$ cat src/rtl/modbus_rtu_slave_register_engine_unit_assert.svh
// assertion macros for the modbus rtu slave register engine
`ifndef MODBUS_RTU_SLAVE_REGISTER_ENGINE_UNIT_ASSERT_SVH
`define MODBUS_RTU_SLAVE_REGISTER_ENGINE_UNIT_ASSERT_SVH

// combinational invariant, checked at every clock edge outside reset
`define MRTU_ASSERT_ALWAYS(lbl, expr, msg) \
  lbl: assert property (@(posedge clk) disable iff (rst) (expr)) else $error(msg);

// next-cycle implication
`define MRTU_ASSERT_NEXT(lbl, ante, cons, msg) \
  lbl: assert property (@(posedge clk) disable iff (rst) (ante) |=> (cons)) else $error(msg);

`endif

$ cat src/rtl/mrtu_ram.sv
// generic single-write, single-read ram with registered read data
`default_nettype none
module mrtu_ram #(
  parameter int WIDTH = 8,
  parameter int DEPTH = 256
) (
  input  logic                                   clk,
  input  logic                                   we,
  input  logic [(DEPTH > 1 ? $clog2(DEPTH) : 1)-1:0] waddr,
  input  logic [WIDTH-1:0]                       wdata,
  input  logic [(DEPTH > 1 ? $clog2(DEPTH) : 1)-1:0] raddr,
  output logic [WIDTH-1:0]                       rdata
);
  logic [WIDTH-1:0] mem [DEPTH];

  always_ff @(posedge clk) begin
    if (we) begin
      mem[waddr] <= wdata;
    end
    rdata <= mem[raddr];
  end
endmodule
`default_nettype wire

$ cat config.mk
export PLATFORM = sky130hd
export DESIGN_NAME = mrtu_ram
export DESIGN_NICKNAME = d
export VERILOG_FILES = /design/src/rtl/modbus_rtu_slave_register_engine_unit_assert.svh /design/src/rtl/mrtu_ram.sv
export SDC_FILE = /design/constraint.sdc
export NUM_CORES = 2
export LEC_CHECK = 0
export ABC_AREA = 1
export BUFFER_PORTS_ARGS = -buffer_cell sky130_fd_sc_hd__buf_4
export CORE_ASPECT_RATIO = 0.8
export CORE_UTILIZATION = 40
export DETAILED_ROUTE_END_ITERATION = 7
export HOLD_SLACK_MARGIN = 0.15
export REMOVE_ABC_BUFFERS = 1
export SYNTH_ARGS = -nofsm -noshare
export SYNTH_HDL_FRONTEND = slang
export SYNTH_SLANG_ARGS = --single-unit
$ cat constraint.sdc
create_clock -name clk -period 2.7 [get_ports clk]
set_input_delay 0.135 -clock clk [delete_from_list [all_inputs] [get_ports clk]]
set_output_delay 0.135 -clock clk [all_outputs]
set_load 0.05 [all_outputs]
==> After elaboration in Yosys (flattened, before gate mapping) <==
Memories as Yosys holds them, arrays and structs flattened. A register that Yosys moved wholly into a read port is not among the register bits.
Cells that the tools add are included.
{ "totals": {"regBits": 0, "mem_bits_rw": 2048, "in_bits": 26, "elab_cells": 3, "n_memories": 1} }
{ "memory_table": {"columns": ["memory", "depth", "word_bits", "read_ports", "rd_clocked_by_memory_dff", "wr", "line_no", "rtl"], "rows": [
  ["mem", 256, 8, 1, 1, 1, "mrtu_ram.sv:14", "logic [WIDTH-1:0] mem [DEPTH];"]
]} }
{ "op_classes": {"mux": 2} }
{ "ops": {"columns": ["op", "n"], "rows": [
  ["$mux 1", 2]
]} }

==> Logic depth before layout (Yosys ltp) <==
{ "logic_depth": {"ltp_word": 2, "mapped_depth": 15, "mapped_depth_nobuf": 11} }

==> Least setup slack after synthesis <==
OpenSTA, ideal clock, no wires.
{ "synth_path": {"kind": "input to register", "start": "in we", "end": "mem mem[162][0], enable pin", "setup_time_ns": 0.370, "arrival_ns": 1.256, "required_ns": 2.330, "slack_ns": 1.074, "path_stages": 4, "n_path_buf": 2, "cell_sequence": "clkbuf_1 nand3_1 clkbuf_1 nor2_1"} }
{ "synth_via": {"elab_chain_cells": 2} }
{ "synth_rtl": {"columns": ["item", "line_no", "rtl"], "rows": [
  ["start, declared", "mrtu_ram.sv:8", "input logic we,"],
  ["$mux 1", "mrtu_ram.sv:17", "if (we) begin"],
  ["$mux 1 (not written as such)", "mrtu_ram.sv:18", "mem[waddr] <= wdata;"],
  ["end, declared", "mrtu_ram.sv:14", null]
]} }
No other way between the ends.

==> Final worst setup path <==
{ "layout_path": {"start": "in waddr[1] in the netlist's numbering", "end": "mem mem[235][1], enable pin"} }
{ "layout_rtl": {"columns": ["item", "line_no", "rtl"], "rows": [
  ["start, declared", "mrtu_ram.sv:9", "input logic [(DEPTH > 1 ? $clog2(DEPTH) : 1)-1:0] waddr,"]
]} }
Straight into the memory's write port.

==> impl_results.md <==
- First-pass GRT wire length: 356,000 um
- Fin nets: 7,264
- Finish-stage setup viols: 0
- Core area: 207,000 um2
- # port buffers: 33
- Placement Cell Area: 89,300 um2
- Maximum clock rate: 414 MHz
- Post-route ant nets: 0
- Later-pin clock latency in the skew report: 830 ps
- Ports: 34
- CP delay by family, top: buffers and inverters
- Outcome: completed
- Period utilization: 89.4%
- Fin worst setup slack: 286 ps
- Worst-path cell chain: dlygate4sd3_1 > buf_4 > nand2_1 > dlygate4sd3_1 > nor2_1 > nand2_1 > buf_4 > nor2_1
- Crit end category: flop
- Fin. max-slew vios: 0
- Crit path launch type: input port
- Synthesized area: 83,400 um2
- Final Non-Filler Cells: 10,113
- Initial core utilization: 40.4%
- Leakage: 33.6 nW
- TritonCTS clock tree: yes
- Iteration-0 DRC Markers: 7,426
- Chip Width: 513 um
- Crit path time final: 2410 ps
- WP buf/inv: 4
- Synth Area per Inst: 11.9 um2
- Tot Pwr: 66.1 mW
- CP required: 3160 ps
- Crit path DAT: 2870 ps
- # DRC: 0
- Top cells by area, synth: edfxtp_1 74%, nand3_1 12%, nand2_1 9.6%, buf_2 1.6%, nor2_1 1.3%
- P per Cell Area: 691 nW/um2
- Layout cells sized above 1: 10.4%
- Drt total wl: 240,000 um
- Number of global-route vias before repair: 52,782
- Die ar.: 210,000 um2
- DR vias: 55,824
- Util after Layout: 46.3%
- Hold WC Path Type: input port to flop
- TritonRoute pass-1 iters: 6
- Syn. warnings: 0
- GRT Overall Usage: 22.7%
- Htree depth: 4
- Yosys top cell area share: 73.7%
- Die height: 410 um
- Post-DR vias/cell: 5.52
- Post-Place Cells: 9,733
- Routed len/inst: 23.7 um
- CP Max Fanout: 13
- DP HPWL: 144,000 um
- CTS buffer count: 197
- Worst hold slack: 244 ps
- Finished Cell Area: 95,600 um2
- Fin. Hold Viols: 0
- Longest Clk Path Bufs: 3
- Dominant cell type by area after synthesis: edfxtp_1
- Worst-Margin Slew: 1120 ps
- PostCTS Resize Cnt: 0
- Slowest stage delay, CP: 750 ps
- Sequential area share after synthesis: 73.9%
- Row count: 149
- Max Cap Viol: 0
- Largest net degree at the start of global routing: 108
- Layout area overhead: 14.6%
- Total global routing overflow: 0
- Worst clock skew: 66.2 ps
- Worst setup path category: input port to flop
- Slowest cell on crit path: nor2_1
- Setup TNS after final layout: 0 ps
- Yosys cell types: 14
- Dpl ws: 45.0 ps
- CTS sink cnt: 2,056
- RSZ-0062 raised after global routing: no
- Post-synthesis cell count: 7,003
- Antenna violations before repair: 5
- Relative slew margins: 25.0%
- Clock transition at the registers of the reported paths: 60 ps
- Peak supply drop: 0.614 mV
- Flops & latches, synth: 2,056
- Final GP Congestion: 0.890
- Clock root buffer: clkbuf_16
## cell usage after synthesis (all sizes together)
master / n
buf: 371
nor2: 283
clkbuf: 112
inv: 39
dfxtp: 8
nand3: 2019
edfxtp: 2048
nand2: 2123
## per-layer routing
metal | up-vias | track usage [%] | share of wire [%]
met5 | - | 0 | 0.0042
met4 | 2 | 6.55 | 2.7
met1 | 27534 | 34.1 | 44
met2 | 2596 | 32.9 | 43
li1 | 25332 | - | -
met3 | 360 | 4.75 | 9.7
## registers in the layout (all words and copies together), names as in the netlist
register  cells
rdata         8
mem        2048
## worst min-delay path: cells and delay by family
kind / cells / cell delay [ps]
simple gates: 3 / 360
buf+inv: 2 / 390
## timing repair
item                      in CTS  in global routing
hold buffers                  24                  0
setup buffers                  0                  0
hold endpoints to repair    2026                  0
## cells by family (layout without fill, tap and decap cells)
| group | after synthesis | count (layout) | share of synthesized area, % |
|---|---|---|---|
| buffers and inverters | 522 | 913 | 3.12 |
| DFF | 2056 | 2056 | 73.9 |
| other | 0 | 1 | 0 |
| and+or+nand+nor | 4425 | 4425 | 22.9 |
## final timing paths
check	from	slack, ps	endpoint	cells after the start
setup / recovery	waddr[1]	290	mem[235][1]$_DFFE_PP_	8
hold / removal	waddr[5]	240	mem[157][1]$_DFFE_PP_	5
setup reg to reg	mem[203][0]$_DFFE_PP_	440	rdata[0]$_DFF_P_	11
hold reg to reg	mem[176][2]$_DFFE_PP_	1030	rdata[2]$_DFF_P_	10
## where the power goes
| group | internal, mW | leakage, nW | switching [mW] |
|---|---|---|---|
| sequential | 35.2 | 18.5 | 0.0399 |
| clock | 14.4 | 2.96 | 12.0 |
| combinational | 1.18 | 12.1 | 3.27 |
## cell type report
type | instances | area (um2)
diodes | 1 | 2.50
inverters | 39 | 180
clock inverters | 106 | 837
repair buffers | 519 | 5140
clock buffers | 249 | 5210
well taps | 2718 | 3400
flip-flops and latches | 2056 | 61700
multi-input cells | 4425 | 19100
fillers | 18477 | 111000
## placed cells by master, fill, tap and decap left out, types with 3 or more instances in the layout
| master | instances |
|---|---|
| buf_8 | 11 |
| dlygate4sd3_1 | 24 |
| nor2_1 | 283 |
| inv_16 | 3 |
| clkinv_2 | 38 |
| dfxtp_1 | 8 |
| buf_12 | 88 |
| clkinvlp_4 | 4 |
| inv_1 | 34 |
| edfxtp_1 | 2048 |
| clkbuf_8 | 4 |
| buf_4 | 395 |
| clkinv_1 | 42 |
| clkinv_16 | 3 |
| inv_6 | 6 |
| bufinv_16 | 8 |
| nand2_2 | 5 |
| nand2_1 | 2118 |
| clkbuf_1 | 46 |
| inv_8 | 3 |
| clkbuf_16 | 199 |
| nand3_1 | 2019 |
(Power assumes the default switching activity.)
